==> config.mk <==
export PLATFORM = sky130hd
export DESIGN_NAME = mbss_window
export DESIGN_NICKNAME = d
export VERILOG_FILES = /design/src/hdl/mbss_pkg.sv /design/src/hdl/mbss_window.sv
export SDC_FILE = /design/constraint.sdc
export NUM_CORES = 1
export LEC_CHECK = 0
export ABC_AREA = 1
export BUFFER_PORTS_ARGS = -buffer_cell sky130_fd_sc_hd__buf_2
export CAP_MARGIN = 20
export CORE_MARGIN = 2
export CORE_UTILIZATION = 43
export DETAILED_ROUTE_END_ITERATION = 16
export PLACE_DENSITY_LB_ADDON = 0.3
export SETUP_SLACK_MARGIN = 0.4
export SLEW_MARGIN = 15
export SYNTH_ARGS = -nofsm -noshare
export SYNTH_HDL_FRONTEND = slang
export SYNTH_SLANG_ARGS = --single-unit
==> constraint.sdc <==
create_clock -name clk -period 0.9 [get_ports clk]
set_input_delay 0.045 -clock clk [delete_from_list [all_inputs] [get_ports clk]]
set_output_delay 0.045 -clock clk [all_outputs]
set_load 0.005 [all_outputs]
==> src/hdl/mbss_pkg.sv <==
// Package for the masked byte signature scanner.
// Holds register indexes, field widths and the structs shared by the modules.
// No dependencies.
`timescale 1ns / 1ps

package mbss_pkg;

  // Default depth of the byte window (pattern positions).
  localparam int PATTERN_MAX_DEFAULT = 32;

  // The pattern registers always hold 32 bytes; positions beyond them are wildcards.
  localparam int PATTERN_BYTES = 32;
  localparam int PIDX_W        = 5;

  localparam int CFG_INDEX_W = 3;
  localparam int CFG_DATA_W  = 64;
  localparam int ADDR_W      = 64;
  localparam int HIT_W       = 16;
  localparam int PLEN_W      = 6;
  // Effective length, clamped to 1..PATTERN_MAX, is held one bit wider than the register.
  localparam int LEN_W       = 7;

  localparam logic [CFG_INDEX_W-1:0] REG_PATTERN_A = 3'd0;
  localparam logic [CFG_INDEX_W-1:0] REG_PATTERN_B = 3'd1;
  localparam logic [CFG_INDEX_W-1:0] REG_PATTERN_C = 3'd2;
  localparam logic [CFG_INDEX_W-1:0] REG_PATTERN_D = 3'd3;
  localparam logic [CFG_INDEX_W-1:0] REG_CARE_MASK = 3'd4;
  localparam logic [CFG_INDEX_W-1:0] REG_PAT_LEN   = 3'd5;
  localparam logic [CFG_INDEX_W-1:0] REG_MAX_HITS  = 3'd6;

  typedef struct packed {
    logic [PATTERN_BYTES-1:0][7:0] pattern;
    logic [PATTERN_BYTES-1:0]      care_mask;
    logic [PLEN_W-1:0]             pattern_length;
    logic [HIT_W-1:0]              max_hits;
  } cfg_t;

  // Control of the word held in the window stage.
  typedef struct packed {
    logic valid;
    logic search;
  } stage_ctrl_t;

  // Outcome of the window compare.
  typedef struct packed {
    logic              hit;
    logic [PLEN_W-1:0] len_minus1;
  } match_t;

endpackage

==> src/hdl/mbss_window.sv <==
// Input stage of the scanner: byte window shift register, fill count and the
// registered address and search flag of the word in flight. Depends on mbss_pkg.
`timescale 1ns / 1ps

module mbss_window import mbss_pkg::*; #(
  parameter  int PATTERN_MAX = PATTERN_MAX_DEFAULT,
  localparam int FILL_W      = $clog2(PATTERN_MAX + 1)
) (
  input  logic                         clk,
  input  logic                         rst,
  input  logic                         take,
  input  logic                         drain,
  input  logic [7:0]                   data_byte,
  input  logic [ADDR_W-1:0]            byte_address,
  input  logic                         region_start,
  input  logic                         search_start,
  output logic [PATTERN_MAX-1:0][7:0]  window,
  output logic [FILL_W-1:0]            fill,
  output logic [ADDR_W-1:0]            addr,
  output stage_ctrl_t                  ctrl
);

  logic [PATTERN_MAX-1:0][7:0] window_next;
  logic [FILL_W-1:0]           fill_base;
  logic [FILL_W-1:0]           fill_next;

  // Entry 0 is the newest byte.
  always_comb begin
    window_next[0] = data_byte;
    for (int j = 1; j < PATTERN_MAX; j++) begin
      window_next[j] = window[j-1];
    end
  end

  always_comb begin
    fill_base = (region_start || search_start) ? '0 : fill;
    fill_next = (fill_base == FILL_W'(PATTERN_MAX)) ? fill_base : fill_base + 1'b1;
  end

  always_ff @(posedge clk) begin
    if (rst) begin
      fill        <= '0;
      ctrl.valid  <= 1'b0;
      ctrl.search <= 1'b0;
    end else if (take) begin
      fill        <= fill_next;
      ctrl.valid  <= 1'b1;
      ctrl.search <= search_start;
    end else if (drain) begin
      ctrl.valid  <= 1'b0;
    end
  end

  always_ff @(posedge clk) begin
    if (take) begin
      window <= window_next;
      addr   <= byte_address;
    end
  end

endmodule

# Yosys cells after proc, flatten, opt, wreduce, memory -nomap -nowiden
# Cells that the tools add are included.
# Widths: inputs -> output; s select.
# totals
ff_bits,328
latch_bits,0
mem_bits_rw,0
rom_bits,0
input_bits,78
output_inout_bits,328
word_cells,44
n_memories,0
# op_classes
add_sub_neg,1
mul,0
n_div,0
order_cmp,0
eq_ne,1
shifts,0
mux,4
bitwise,0
n_reduce_logical,2
# ops
operator,count
$mux 6,2
$add 6x1->6 const B,1
$eq 6x6->1 const B,1
$mux 1,2
$reduce_bool 2->1,1
$logic_or 1x1->1,1

# Logic depth before layout (Yosys ltp)
# depth
word_depth,4
ltp_mapped,8
depth_no_buf,8

# Worst setup path after synthesis
# OpenSTA, ideal clock, no wires.
# synth_timing
path_type,register -> register
start,register fill[0]
end,register fill[3]
setup_ns,0.113
arrival_time_ns,0.870
t_required_ns,0.787
setup_slack_ns,-0.083
path_stages_with_launch,8
path_cell_list,dfxtp_1 nand3_2 nor2_2 inv_2 nor2_4 nand2_1 nand2_1 nor2_1
# synth_between
elab_chain_len,3
# synth_lines
item,line_no,rtl
start: declaration,mbss_window.sv:18,"output logic [FILL_W-1:0] fill,"
start signal: assignment,mbss_window.sv:46,fill <= fill_next;
$mux 6 *,mbss_window.sv:36,fill_base = (region_start || search_start) ? '0 : fill;
$add 6x1->6 or $eq 6x6->1 (tied branches),mbss_window.sv:37,fill_next = (fill_base == FILL_W'(PATTERN_MAX)) ? fill_base : fill_base + 1'b1;
$mux 6 *,mbss_window.sv:37,
# Mark *: on every way between the ends. The rest lies on a longest branch, timed or not.
# A chain may end at the register's enable or synchronous reset.

# Worst setup path in the final report
# layout_timing
start,register fill[1]
end,register fill[2]
# The elaborated chain is that of the path after synthesis.

==> impl_metrics.env <==
export IMPL_run_status="complete, but fails checks"
export IMPL_failed_checks="hold timing, setup timing"
export IMPL_critPathArrivalTime_ns=1.56
export IMPL_p_per_area_nw_per_um2=2131
export IMPL_via_count=6764
export IMPL_route_detailed_drc=0
export IMPL_timing_fmax_ghz=0.8452
export IMPL_critical_path_max_fanout=3
export IMPL_flop_pwr_share_pct=51.6
export IMPL_fp_dieH_um=156.9
export IMPL_first_pass_iters=6
export IMPL_placedInstanceArea_um2=12850
export IMPL_timing_final_hold_violations=21
export IMPL_setup_worst_path_end_class="flip-flop"
export IMPL_worst_setup_skew_after_layout_ns=0.009830
export IMPL_grt_pass1_wl_um=36480
export IMPL_grt_max_degree=45
export IMPL_layout_core_utilization_pct=72.96
export IMPL_final_cell_area_um2=16620
export IMPL_drv_max_cap_violation_count=0
export IMPL_floorplan_initialDensity_pct=44.14
export IMPL_post_synth_inst_count=388
export IMPL_dieWidth_um=156.9
export IMPL_fin_crit_sh_pct=131.5
export IMPL_comb_power_share_pct=8.4
export IMPL_cts_made_buffers=34
export IMPL_layout_drive_gt1_share_pct=60.64
export IMPL_whs_ns=-0.1594
export IMPL_clkTransAtPathRegs_ns=0.06
export IMPL_worstSetupStartpointType="flip-flop"
export IMPL_swShare_pct=20.58
export IMPL_synth_nets=466
export IMPL_insertion_delay_ns=0.49
export IMPL_dp_hpwl_um=15680
export IMPL_net_switching_power_uw=7289
export IMPL_p_clk_share_pct=40.0
export IMPL_critical_path_class="flip-flop to flip-flop"
export IMPL_irDropWorstVdd_mv=1.890
export IMPL_die_area_um2=24620
export IMPL_clock_root_buffer="clkbuf_16"
export IMPL_area_share_of_the_largest_cell_type_after_synthesis_pct=95.58
export IMPL_drt_iter0_markers=432
export IMPL_final_nets=1205
export IMPL_setup_total_negative_slack_ns=-59.38
export IMPL_worst_slew_pin_tran_ns=0.3028
export IMPL_gpl_final_weighted_congestion=0.7371
export IMPL_core_area_um2=22780
export IMPL_synth_distinct_cells=15
export IMPL_worstReg2RegStart="fill[1]$_SDFFE_PP0P_"
export IMPL_route_final_wire_length_um=29060
export IMPL_layout_min_cycle_time_ns=1.183
export IMPL_clock_tree_htree_level_count=2
export IMPL_most_common_layout_cells="buf_2, edfxtp_1, buf_4"
export IMPL_vias_in_the_first_global_route=6533
export IMPL_setup_worst_path_start="fill[1]$_SDFFE_PP0P_"
export IMPL_synth_top_cells_by_area="edfxtp_1, dfxtp_1, nand2_1"
export IMPL_timing_max_slew_rel_slack_pct=79.74
export IMPL_port_buffers=405
export IMPL_globalRouteTotalUtil_pct=19.82
export IMPL_post_synth_top_area_cell="edfxtp_1"
export IMPL_hold_path_class="primary input to flip-flop"
export IMPL_leakagePower_uw=0.007047
export IMPL_synth_seq_cells=328
export IMPL_antenna_found_initial=0
export IMPL_layout_cells_most_common="buf_2"
export IMPL_io_pins=406
export IMPL_placementRows=55
export IMPL_syn2layout_area_growth_pct=65.30
export IMPL_critical_path_required_ns=1.28
export IMPL_overflow_after_grt=0
export IMPL_avgRoutedWirePerCell_um=19.85
export IMPL_slew_violations=0
export IMPL_cellInternalPower_uw=28120
export IMPL_setup_viol=347
export IMPL_tritoncts="yes"
export IMPL_synthesis_yosys_warnings=0
export IMPL_drt_antenna_violating_nets=0
export IMPL_layout_setup_ws_ns=-0.2831
export IMPL_grt_setup_unrepaired="yes"
export IMPL_share_of_synthesized_area_occupied_by_flip_flops_and_latches_pct=97.17
export IMPL_clk_path_buf_depth=3
export IMPL_number_of_hold_buffers_added_after_cts=74
export IMPL_diodes=0
export IMPL_min_delay_start="rst"
export IMPL_cts_sinks=328
export IMPL_synth_avg_cell_area_um2=25.91
export IMPL_post_drt_via_cell_ratio=4.620
export IMPL_syn_cell_area_um2=10050
==> path summary, 6_finish.rpt <==
path / endpoint / slack, ns / cells after the start
max: fill[2]$_SDFFE_PP0P_ / -0.28 / 7
min: fill[4]$_SDFFE_PP0P_ / -0.16 / 2
max reg2reg: fill[2]$_SDFFE_PP0P_ / -0.28 / 7
min reg2reg: window[148]$_DFFE_PP_ / 0.43 / 0
==> power by group through the flow <==
stage               clock network, µW  registers [µW]  logic [µW]
floorplan                           0           18600        42.6
global placement                    0           18500        1760
detailed placement                  0           18500        1770
CTS                             14300           18200        2450
global route                    15000           18400        3150
finish                          14200           18300        2970
==> metrics by stage <==
step	total power (µW)	hold WS [ns]	setup WS, ns	std cells
finish	35410	-0.1594	-0.2831	1464
global route	36500	-0.1786	-0.3442	1464
CTS	34910	-0.1944	-0.3030	1380
detailed placement	20300	0.2231	-0.08181	1135
global placement	20260	0.2212	-0.07223	1135
floorplan	18640	0.1067	-0.03112	388
==> sequential cells by signal (all words and copies together) (netlist names) <==
register and count:
fill 6, addr 64, window 256, ctrl 2
==> worst max-delay path, cell delays in order, from the launching register on <==
cell     delay [ns]
dfxtp_2        0.35
buf_6          0.11
nand3_4        0.09
nor2_4         0.14
inv_2          0.06
nor2_4         0.14
buf_4          0.13
nor3b_2        0.04
==> repair_timing <==
item                                    in CTS  in global routing
endpoints found under the setup margin     584                584
buffers inserted                           111                 84
endpoints found under the hold margin       93                 21
gates resized for setup                     26                 92
pin swaps                                    2                  9
==> area by class of cell <==
| type | instances | area, µm² |
|---|---|---|
| Clock buffer | 42 | 944.7 |
| Tap cell | 313 | 391.6 |
| Multi-Input combinational cell | 47 | 270.3 |
| Timing Repair Buffer | 703 | 5001 |
| Clock inverter | 18 | 180.2 |
| Sequential cell | 328 | 9782 |
| Fill cell | 1317 | 6160 |
| Inverter | 13 | 48.80 |
==> metal layers <==
| layer | wire [µm] | vias up | GRT usage (%) |
|---|---|---|---|
| met1 | 10010 | 3319 | 22.09 |
| met3 | 2954 | 64 | 7.296 |
| met2 | 15160 | 368 | 34.67 |
| met4 | 934 | 0 | 7.645 |
| met5 | 0 | - | 0 |
| li1 | - | 3013 | - |
==> synth_stat cells <==
cell type / instances
edfxtp_1: 320
nand3b_1: 2
a21oi_1: 5
nor4_1: 1
nor2_2: 2
nor2_1: 11
nand3_1: 3
nand3_2: 1
dfxtp_1: 8
nor2_4: 2
nor3b_2: 1
inv_2: 2
nand2_1: 16
o21ai_0: 3
inv_1: 11
==> cells by family after synthesis <==
group           synth area share [%]
buf+inv                       0.4854
simple gates                   1.941
compound gates                0.3982
flops                          97.17
Power figures use the tool's default switching activity.
